$ cat src/design/mcfe_pkg.sv
// shared types and constants for the motor command frame encoder
// no dependencies; imported by every module of the block
`default_nettype none

package mcfe_pkg;

    // frame layout
    localparam int unsigned FRAME_LEN = 17;
    localparam int unsigned CRC_SPAN  = 15;
    localparam int unsigned POS_W     = 5;
    localparam logic [POS_W-1:0] POS_CRC_LO = POS_W'(CRC_SPAN);
    localparam logic [POS_W-1:0] POS_LAST   = POS_W'(FRAME_LEN - 1);

    // header bytes and crc polynomial (reflected crc-16/kermit)
    localparam logic [7:0]  HDR0     = 8'hFE;
    localparam logic [7:0]  HDR1     = 8'hEE;
    localparam logic [15:0] CRC_POLY = 16'h8408;
    localparam logic [15:0] CRC_INIT = 16'h0000;

    // input bus width: all command fields packed, no padding
    localparam int unsigned IN_W = 104;

    // one decoded command as it travels through the queue
    typedef struct packed {
        logic [15:0] speed_gain;
        logic [15:0] position_gain;
        logic [31:0] position_cmd;
        logic [15:0] speed_cmd;
        logic [15:0] torque_cmd;
        logic [7:0]  mode;
    } cmd_t;

endpackage

`default_nettype wire

$ cat src/design/motor_command_frame_encoder.sv
// top level of the motor command frame encoder
// depends on mcfe_pkg, mcfe_front, mcfe_queue, mcfe_back
//
// usage:
//   s_axis carries one motor command request per transfer; s_axis_tdata
//   holds all seven command fields. m_axis carries the 17-byte frame,
//   one byte per transfer: FE EE, mode, torque, speed, position (low byte
//   first), position gain, speed gain, then the crc-16/kermit over the
//   first 15 bytes, low byte first. m_axis_tlast marks the crc high byte.
//   path: an accepted command passes through the front holding stage,
//   the queue and the back end command register to the output register.
//   throughput: one frame byte per cycle while the receiver takes every
//   byte, frames back to back; the back end serializer, which emits one
//   byte per cycle and folds each payload byte into the crc, sets the rate.
//   a two-entry queue plus a front holding stage absorb up to three
//   commands while a frame is still being sent.
//   reset: all stages empty, no output valid, crc cleared.
//   receiver stall: the output byte holds, the serializer stops, and once
//   the queue and front stage fill, s_axis_tready drops.
`default_nettype none

module motor_command_frame_encoder
    import mcfe_pkg::*;
(
    input  wire logic            clk,
    input  wire logic            rst_n,
    input  wire logic            s_axis_tvalid,
    output logic                 s_axis_tready,
    // motor_id[3:0], motor_status[7:4], torque_cmd[23:8], speed_cmd[39:24],
    // position_cmd[71:40], position_gain[87:72], speed_gain[103:88]
    input  wire logic [IN_W-1:0] s_axis_tdata,
    output logic                 m_axis_tvalid,
    input  wire logic            m_axis_tready,
    // frame_byte[7:0]
    output logic [7:0]           m_axis_tdata,
    output logic                 m_axis_tlast
);

    logic push_valid;
    logic push_ready;
    cmd_t push_cmd;
    logic pop_valid;
    logic pop_ready;
    cmd_t pop_cmd;

    // accept and decode
    mcfe_front u_front (
        .clk        (clk),
        .rst_n      (rst_n),
        .in_valid   (s_axis_tvalid),
        .in_ready   (s_axis_tready),
        .in_data    (s_axis_tdata),
        .push_valid (push_valid),
        .push_ready (push_ready),
        .push_cmd   (push_cmd)
    );

    // decoupling queue
    mcfe_queue u_queue (
        .clk      (clk),
        .rst_n    (rst_n),
        .wr_valid (push_valid),
        .wr_ready (push_ready),
        .wr_cmd   (push_cmd),
        .rd_valid (pop_valid),
        .rd_ready (pop_ready),
        .rd_cmd   (pop_cmd)
    );

    // frame serializer
    mcfe_back u_back (
        .clk       (clk),
        .rst_n     (rst_n),
        .cmd_valid (pop_valid),
        .cmd_ready (pop_ready),
        .cmd_in    (pop_cmd),
        .out_valid (m_axis_tvalid),
        .out_ready (m_axis_tready),
        .out_data  (m_axis_tdata),
        .out_last  (m_axis_tlast)
    );

endmodule

`default_nettype wire

$ cat src/design/mcfe_front.sv
// front end: accepts command requests and builds the mode byte
// depends on mcfe_pkg
`default_nettype none

module mcfe_front
    import mcfe_pkg::*;
(
    input  wire logic            clk,
    input  wire logic            rst_n,
    input  wire logic            in_valid,
    output logic                 in_ready,
    input  wire logic [IN_W-1:0] in_data,
    output logic                 push_valid,
    input  wire logic            push_ready,
    output cmd_t                 push_cmd
);

    logic valid_reg;
    logic valid_next;
    cmd_t cmd_reg;
    cmd_t cmd_next;

    // decode the packed bus into a command
    always_comb
    begin
        cmd_next.mode          = {in_data[7:4], in_data[3:0]};
        cmd_next.torque_cmd    = in_data[23:8];
        cmd_next.speed_cmd     = in_data[39:24];
        cmd_next.position_cmd  = in_data[71:40];
        cmd_next.position_gain = in_data[87:72];
        cmd_next.speed_gain    = in_data[103:88];
    end

    // one holding stage, refilled in the cycle it drains
    assign in_ready   = !valid_reg || push_ready;
    assign push_valid = valid_reg;
    assign push_cmd   = cmd_reg;

    always_comb
    begin
        valid_next = valid_reg;
        if (in_ready)
        begin
            valid_next = in_valid;
        end
    end

    always_ff @(posedge clk or negedge rst_n)
    begin
        if (!rst_n)
        begin
            valid_reg <= 1'b0;
        end
        else
        begin
            valid_reg <= valid_next;
        end
    end

    always_ff @(posedge clk)
    begin
        if (in_ready && in_valid)
        begin
            cmd_reg <= cmd_next;
        end
    end

endmodule

`default_nettype wire

$ cat src/design/mcfe_queue.sv
// two-entry command queue between front end and serializer
// depends on mcfe_pkg
`default_nettype none

module mcfe_queue
    import mcfe_pkg::*;
(
    input  wire logic clk,
    input  wire logic rst_n,
    input  wire logic wr_valid,
    output logic      wr_ready,
    input  wire cmd_t wr_cmd,
    output logic      rd_valid,
    input  wire logic rd_ready,
    output cmd_t      rd_cmd
);

    cmd_t       entry_reg [2];
    logic       wr_ptr_reg;
    logic       wr_ptr_next;
    logic       rd_ptr_reg;
    logic       rd_ptr_next;
    logic [1:0] count_reg;
    logic [1:0] count_next;
    logic       do_wr;
    logic       do_rd;

    assign wr_ready = (count_reg != 2'd2);
    assign rd_valid = (count_reg != 2'd0);
    assign rd_cmd   = entry_reg[rd_ptr_reg];
    assign do_wr    = wr_valid && wr_ready;
    assign do_rd    = rd_valid && rd_ready;

    // pointer and fill count update
    always_comb
    begin
        wr_ptr_next = wr_ptr_reg ^ do_wr;
        rd_ptr_next = rd_ptr_reg ^ do_rd;
        count_next  = count_reg;
        if (do_wr && !do_rd)
        begin
            count_next = count_reg + 2'd1;
        end
        else if (do_rd && !do_wr)
        begin
            count_next = count_reg - 2'd1;
        end
    end

    always_ff @(posedge clk or negedge rst_n)
    begin
        if (!rst_n)
        begin
            wr_ptr_reg <= 1'b0;
            rd_ptr_reg <= 1'b0;
            count_reg  <= 2'd0;
        end
        else
        begin
            wr_ptr_reg <= wr_ptr_next;
            rd_ptr_reg <= rd_ptr_next;
            count_reg  <= count_next;
        end
    end

    // entry storage
    always_ff @(posedge clk)
    begin
        if (do_wr)
        begin
            entry_reg[wr_ptr_reg] <= wr_cmd;
        end
    end

endmodule

`default_nettype wire

$ cat src/design/mcfe_back.sv
// back end: serializes one command into 17 frame bytes with running crc
// depends on mcfe_pkg
`default_nettype none

module mcfe_back
    import mcfe_pkg::*;
(
    input  wire logic  clk,
    input  wire logic  rst_n,
    input  wire logic  cmd_valid,
    output logic       cmd_ready,
    input  wire cmd_t  cmd_in,
    output logic       out_valid,
    input  wire logic  out_ready,
    output logic [7:0] out_data,
    output logic       out_last
);

    logic             busy_reg;
    logic             busy_next;
    logic [POS_W-1:0] pos_reg;
    logic [POS_W-1:0] pos_next;
    logic [15:0]      crc_reg;
    logic [15:0]      crc_next;
    cmd_t             cmd_reg;
    logic             out_valid_reg;
    logic             out_valid_next;
    logic [7:0]       out_data_reg;
    logic             out_last_reg;
    logic             out_last_next;
    logic [7:0]       payload [CRC_SPAN];
    logic [7:0]       cur_byte;
    logic             advance;
    logic             load;

    // one crc-16/kermit byte step, lsb first
    function automatic logic [15:0] crc_step(input logic [15:0] crc, input logic [7:0] b);
        logic [15:0] c;
        c = crc ^ {8'h00, b};
        for (int i = 0; i < 8; i++)
        begin
            if (c[0])
            begin
                c = (c >> 1) ^ CRC_POLY;
            end
            else
            begin
                c = c >> 1;
            end
        end
        return c;
    endfunction

    // byte order of the crc-covered part of the frame
    always_comb
    begin
        payload[0]  = HDR0;
        payload[1]  = HDR1;
        payload[2]  = cmd_reg.mode;
        payload[3]  = cmd_reg.torque_cmd[15:8];
        payload[4]  = cmd_reg.torque_cmd[7:0];
        payload[5]  = cmd_reg.speed_cmd[15:8];
        payload[6]  = cmd_reg.speed_cmd[7:0];
        payload[7]  = cmd_reg.position_cmd[7:0];
        payload[8]  = cmd_reg.position_cmd[15:8];
        payload[9]  = cmd_reg.position_cmd[23:16];
        payload[10] = cmd_reg.position_cmd[31:24];
        payload[11] = cmd_reg.position_gain[15:8];
        payload[12] = cmd_reg.position_gain[7:0];
        payload[13] = cmd_reg.speed_gain[15:8];
        payload[14] = cmd_reg.speed_gain[7:0];
    end

    // current byte: payload, then crc low and high
    always_comb
    begin
        if (pos_reg == POS_CRC_LO)
        begin
            cur_byte = crc_reg[7:0];
        end
        else if (pos_reg == POS_LAST)
        begin
            cur_byte = crc_reg[15:8];
        end
        else
        begin
            cur_byte = payload[pos_reg[3:0]];
        end
    end

    // handshake: the output register moves when empty or taken
    assign advance   = !out_valid_reg || out_ready;
    assign load      = cmd_valid && (!busy_reg || (advance && pos_reg == POS_LAST));
    assign cmd_ready = load;

    // sequencing, crc and output register next values
    always_comb
    begin
        busy_next      = busy_reg;
        pos_next       = pos_reg;
        crc_next       = crc_reg;
        out_valid_next = out_valid_reg;
        out_last_next  = out_last_reg;
        if (advance)
        begin
            out_valid_next = busy_reg;
            out_last_next  = busy_reg && (pos_reg == POS_LAST);
            if (busy_reg)
            begin
                if (pos_reg < POS_CRC_LO)
                begin
                    crc_next = crc_step(crc_reg, cur_byte);
                end
                pos_next = pos_reg + POS_W'(1);
                if (pos_reg == POS_LAST)
                begin
                    busy_next = 1'b0;
                end
            end
        end
        if (load)
        begin
            busy_next = 1'b1;
            pos_next  = '0;
            crc_next  = CRC_INIT;
        end
    end

    always_ff @(posedge clk or negedge rst_n)
    begin
        if (!rst_n)
        begin
            busy_reg      <= 1'b0;
            pos_reg       <= '0;
            crc_reg       <= CRC_INIT;
            out_valid_reg <= 1'b0;
            out_last_reg  <= 1'b0;
        end
        else
        begin
            busy_reg      <= busy_next;
            pos_reg       <= pos_next;
            crc_reg       <= crc_next;
            out_valid_reg <= out_valid_next;
            out_last_reg  <= out_last_next;
        end
    end

    // payload registers
    always_ff @(posedge clk)
    begin
        if (load)
        begin
            cmd_reg <= cmd_in;
        end
        if (advance && busy_reg)
        begin
            out_data_reg <= cur_byte;
        end
    end

    assign out_valid = out_valid_reg;
    assign out_data  = out_data_reg;
    assign out_last  = out_last_reg;

endmodule

`default_nettype wire
$ cat config.mk
export PLATFORM = sky130hd
export DESIGN_NAME = motor_command_frame_encoder
export DESIGN_NICKNAME = d
export VERILOG_FILES = /design/src/design/mcfe_pkg.sv /design/src/design/motor_command_frame_encoder.sv /design/src/design/mcfe_front.sv /design/src/design/mcfe_queue.sv /design/src/design/mcfe_back.sv
export SDC_FILE = /design/constraint.sdc
export NUM_CORES = 1
export LEC_CHECK = 0
export ABC_AREA = 1
export BUFFER_PORTS_ARGS = -buffer_cell sky130_fd_sc_hd__buf_2
export CAP_MARGIN = 15
export CORE_AREA = 3 3 213 215
export DETAILED_ROUTE_END_ITERATION = 6
export DIE_AREA = 0 0 216 218
export GPL_ROUTABILITY_DRIVEN = 0
export SLEW_MARGIN = 25
export SYNTH_ARGS = -nofsm -noshare
export SYNTH_HDL_FRONTEND = slang
export SYNTH_SLANG_ARGS = --single-unit
export TNS_END_PERCENT = 5
$ cat constraint.sdc
create_clock -name clk -period 6 [get_ports clk]
set_clock_uncertainty 0.2 [all_clocks]
set_input_delay 0.6 -clock clk [delete_from_list [all_inputs] [get_ports clk]]
set_output_delay 0.6 -clock clk [all_outputs]
set_load 0.03 [all_outputs]
Word-level counts from Yosys, hierarchy flattened

Memories as Yosys holds them, arrays and structs flattened. A register that Yosys moved wholly into a read port is not among the register bits.
Index checks and enable logic that the tools add are counted.

Flip-flop bits (word level): 141
Bits in writable memories: 208
Input port bits: 108
Output and inout port bits: 11
Memories: 1

Add/sub/neg operators: 3
Order comparisons: 2
Equality and inequality tests: 3
Mux-type cells: 49
Bitwise operators: 12
Reduce and logical (&&, ||, !) cells: 24

Memory list:

| memory            | words | bits a word | read ports | clocked after memory_dff | wr ports | line             | text |
|---|---|---|---|---|---|---|---|
| u_queue.entry_reg | 2     | 104         | 1          | 1                        | 1        | mcfe_queue.sv:18 | `cmd_t entry_reg [2];` |

Operator list:

| kind                                                                         | number |
|---|---|
| 16-bit two-way mux                                                           | 33 |
| 8-bit binary-select mux with 4-bit select                                    | 1 |
| 8-bit two-way mux                                                            | 4 |
| 2-bit inverter with 3-bit output                                             | 8 |
| 16-bit by 8-bit bitwise XOR with 16-bit output                               | 1 |
| 5-bit two-way mux                                                            | 3 |
| 2-bit nonzero test                                                           | 5 |
| 1-bit logical AND                                                            | 9 |
| 1-bit two-way mux                                                            | 6 |
| 5-bit by 1-bit adder with 5-bit output, second input constant                | 1 |
| 5-bit by 4-bit equality test with 1-bit output, second input constant        | 1 |
| 5-bit equality test, second input constant                                   | 1 |
| 5-bit greater-or-equal comparator, second input constant                     | 1 |
| 1-bit logical NOT                                                            | 5 |
| 5-bit by 4-bit less-than comparator with 1-bit output, second input constant | 1 |
| 4-bit inverter with 5-bit output                                             | 1 |
| 2-bit two-way mux                                                            | 2 |
| 1-bit logical OR                                                             | 3 |
| 3-bit AND reduction                                                          | 1 |
| 2-bit by 1-bit adder with 2-bit output, second input constant                | 1 |
| 2-bit != test, second input constant                                         | 1 |
| 2-bit AND reduction                                                          | 1 |
| 2-bit by 1-bit subtractor with 2-bit output, second input constant           | 1 |
| 1-bit bitwise XOR                                                            | 2 |

Depth between registers and ports, before layout

Depth after elaboration: 48
Mapped depth: 18
Gate-level depth less buffers: 16

Modules after synthesis

From an unflattened synthesis, not the netlist that was laid out.

Cell total of the unflattened synthesis: 1345
Area total of the unflattened synthesis: 17409.2 µm²

By module, submodules not included:

| module     | instances | cells an instance | area each (µm²) | sequential area each (µm²) |
|---|---|---|---|---|
| mcfe_queue | 1         | 571               | 7812.5          | 6346.1 |
| mcfe_back  | 1         | 664               | 6428.7          | 3963.8 |
| mcfe_front | 1         | 110               | 3168.0          | 3148.0 |

Worst setup path after synthesis

Ideal clock, no wire load.

Kind: register -> register
Start point: register u_queue.count_reg[0]
End point: memory u_queue.entry_reg[1][0] (netlist name), enable pin
Data arrival time: 3232 ps
Required time: 5325 ps
Slack: 2093 ps
Cell stages (with the launch flop): 4
Period minus slack after synthesis: 3907 ps
Cells stage by stage: dfrtp_1 > inv_1 > a21boi_0 > ha_1

Cells in the longest elaborated chain, start to end: 4

RTL lines:

| what                                    | line             | text |
|---|---|---|
| start: declaration                      | mcfe_queue.sv:23 | `logic [1:0] count_reg;` |
| start signal: assignment                | mcfe_queue.sv:62 | `count_reg <= count_next;` |
| 2-bit != test                           | mcfe_queue.sv:28 | `assign wr_ready = (count_reg != 2'd2);` |
| 1-bit logical AND                       | mcfe_queue.sv:31 | `assign do_wr = wr_valid && wr_ready;` |
| 1-bit two-way mux                       | mcfe_queue.sv:69 | `if (do_wr)` |
| 1-bit two-way mux (implied by the code) | mcfe_queue.sv:71 | `entry_reg[wr_ptr_reg] <= wr_cmd;` |
| end: declaration                        | mcfe_queue.sv:18 |  |

Every way passes these cells.

Worst setup path in the final report

Start point: register u_back.pos_reg[1]
End point: register u_back.pos_reg[0]

Cells in the longest elaborated chain, start to end: 6

RTL lines:

| what                                 | line             | text |
|---|---|---|
| start: declaration                   | mcfe_back.sv:21  | `logic [POS_W-1:0] pos_reg;` |
| start signal: assignment             | mcfe_back.sv:142 | `pos_reg <= pos_next;` |
| 5-bit equality test *                | mcfe_back.sv:93  | `assign load = cmd_valid && (!busy_reg \|\| (advance && pos_reg == POS_LAST));` |
| 1-bit logical AND *                  | mcfe_back.sv:93  |  |
| 1-bit logical OR *                   | mcfe_back.sv:93  |  |
| 1-bit logical AND *                  | mcfe_back.sv:93  |  |
| 2-bit nonzero test (no source line)  | n/a              |  |
| 2-bit AND reduction (no source line) | n/a              |  |

Mark *: on every way between the ends. The rest lies on a longest branch, timed or not.
A chain may end at the register's enable or synchronous reset.

==> impl_metrics.ini <==
[logic_synthesis]
synth-edff-count = 424
synth.most_common_cell = nand2_1
async_flop_share_pct = 6.402
yosys_register_bits = 453
synth.cells.most_frequent = nand2_1 (530), edfxtp_1 (424), nand3_1 (100)
synth-seq-area-share_pct = 77.66
synth_area_sq_um = 17330
synth_cell_types = 36
postSynthAreaPerCell_sq_um = 12.90
syn-num-nets = 1457
ys.flop_type = edfxtp_1
synth_area_leader_cell = edfxtp_1
netlist_instances = 1343
ys_warn_count = 0
synth_top_area_share_pct = 73.47
synth.area.top_cells = edfxtp_1 (73%), nand2_1 (11%), dfrtp_1 (4.2%), nand3_1 (2.9%), inv_1 (1.9%)

[worst_setup_path]
cp.required_ps = 6220
critPathLaunchType = flop
endpoint_kind = flop
crit_arrival_ps = 4300
timing.reg2reg.worst_path_depth = 11
critPathMaxFanout = 58
crit_type = flop to flop

[clock_network]
cts_root_buffer = clkbuf_16
htree_num_levels = 2
clock_tree.buffer_depth = 3
clkTransAtPathRegs_ps = 60
cts_resized = 0
cts_tree = done
numCtsBuffers = 46
postCtsSetupRepairBufs = 0
clock-sinks = 453
insertion_delay_ps = 560
holdBufCountCts = 87

[timing]
fmax_mhz = 245.5
fin_tns_setup_ps = 0
slew_violations = 0
rsz0062_at_grt = false
tightestPinTransition_ps = 986.8
timing.final.hold_violations = 0
period_minus_slack_ps = 4074
setup_viol = 0
slew_headroom_pct = 34.21
min_period_over_period_pct = 67.90

[route]
post-route-drc-count = 0
wire_per_inst_microns = 16.30
dr.pass1.iters = 6
vias = 10160
drt-initial-drc-count = 742
viasPerCell = 4.647
routed_wl_microns = 35660
ant_nets = 0

[die]
core_sq_um = 43930
dieArea_sq_um = 47090
fp-row-count = 77
dieHeight_microns = 218
ios = 119
die_w_microns = 216
start_util_pct = 39.45

[grt]
use_met1_pct = 20.11
grt_use_met3_pct = 2.996
antenna_found_initial = 0
top_usage_layer = met2
grt_max_degree = 63
overflow = 0
grt_pass1_wl_microns = 55550
met2_usage_pct = 25.73
grt_use_total_pct = 15.23
grt_pass1_vias = 9965

[cells_and_area]
layout-area-overhead-vs-synth_pct = 20.53
num_antenna_cells = 0
n_fill_cell = 3915
drive_gt1_share_pct = 15.24
finalInstanceArea_sq_um = 20890
largest_reg_flops = 208
fin_nets = 1672

[power_and_ir_drop]
ir_drop_mv = 0.2554
p_leak_nw = 8.363
powerDensity_nw_per_um2 = 486.0

[status]
outcome = complete, no violations

[worst_hold_path]
min_delay_path_depth = 1
hp-class = input port to flop

[placed_design]
place_area_sq_um = 18480
dp_hpwl_microns = 22390
io_buffers = 118

[run]
drv_cap = 0
## through the flow
stage,utilization [%],worst slack [ps],power [mW],hold WS (ps),instances
finish,47.54,1926,10.15,31.10,2187
global route,47.54,1523,10.76,4.059,2187
CTS,47.54,1840,10.27,0.5050,2187
detailed placement,42.07,1853,7.343,231.0,2015
global placement,42.07,2000,7.273,225.4,2015
floorplan,-,2093,6.595,104.4,1343
## area by class of cell
type                            count  area [sq um]  area share (%)
Clock buffer                       65          1306           6.254
Clock inverter                     20         222.7           1.066
Inverter                           99         377.9           1.809
Multi-Input combinational cell    745          3258           15.60
Sequential cell                   453         13460           64.44
Tap cell                          592         740.7           3.546
Timing Repair Buffer              213          1521           7.284
## logic make-up (layout without fill, tap and decap cells)
logic type	after synthesis	count (layout)	synth area share (%)
DFF	453	453	77.66
and+or+nand+nor	695	695	16.72
adders and majority gates	6	6	0.4332
xor gates and xnor gates	4	4	0.2022
buffers and inverters	145	397	3.697
AOI/OAI and AO/OA	40	40	1.285
## report_power, final
group          leakage [nW]  switching, mW  internal (mW)
Clock                 0.745           1.14           1.73
Combinational          3.32           1.75          0.721
Sequential             4.30          0.351           4.46
Total                  8.36           3.24           6.91
## placed cells by master, fill, tap and decap left out, types with 3 or more instances in the layout
cell,instances
clkbuf_1,14
nand2_1,530
buf_2,118
xnor2_1,3
nor2_1,18
nand3_1,100
clkbuf_16,49
buf_4,8
nand4_1,3
nand3b_1,3
dlygate4sd3_1,87
ha_1,4
o22ai_1,4
o21ai_1,11
or2_1,4
bufinv_16,5
inv_1,87
clkinv_1,8
dfrtp_1,28
clkinv_2,7
nand2_2,26
nor2_2,3
inv_2,8
a21oi_1,14
o21ai_0,6
edfxtp_1,424
## per-layer routing
layer  share of wire [%]  wire [microns]  vias up
met3                 4.6            1642       57
met4                 2.2             783        0
li1                    -               -     4970
met1                  44           15550     4895
met2                  50           17690      240
met5                   0               0        -
## worst max-delay path: stages, from the launching register on
cell and delay [ps]:
dfrtp_1 740, inv_2 540, ha_1 280, nand3_4 210
o21ai_2 220, nand2_2 110, clkinv_2 70, buf_4 500
buf_4 680, nor2_1 160, nand2_1 100, o21ai_0 80
## worst paths after layout
kind | slack (ps) | end | from
setup / recovery | 1930 | u_back.pos_reg[0]$_DFFE_PN0P_ | u_back.pos_reg[1]$_DFFE_PN0P_
hold / removal | 30 | u_front.push_cmd[73]$_DFFE_PP_ | s_axis_tdata[73]
min in group asynchronous | 430 | u_back.crc_reg[1]$_DFFE_PN0P_ | rst_n
setup reg to reg | 1930 | u_back.pos_reg[0]$_DFFE_PN0P_ | u_back.pos_reg[1]$_DFFE_PN0P_
max in group asynchronous | 4660 | u_queue.rd_ptr_reg$_DFF_PN0_ | rst_n
hold reg to reg | 240 | u_queue.entry_reg[1][24]$_DFFE_PP_ | u_front.push_cmd[24]$_DFFE_PP_
(Power assumes the default switching activity.)
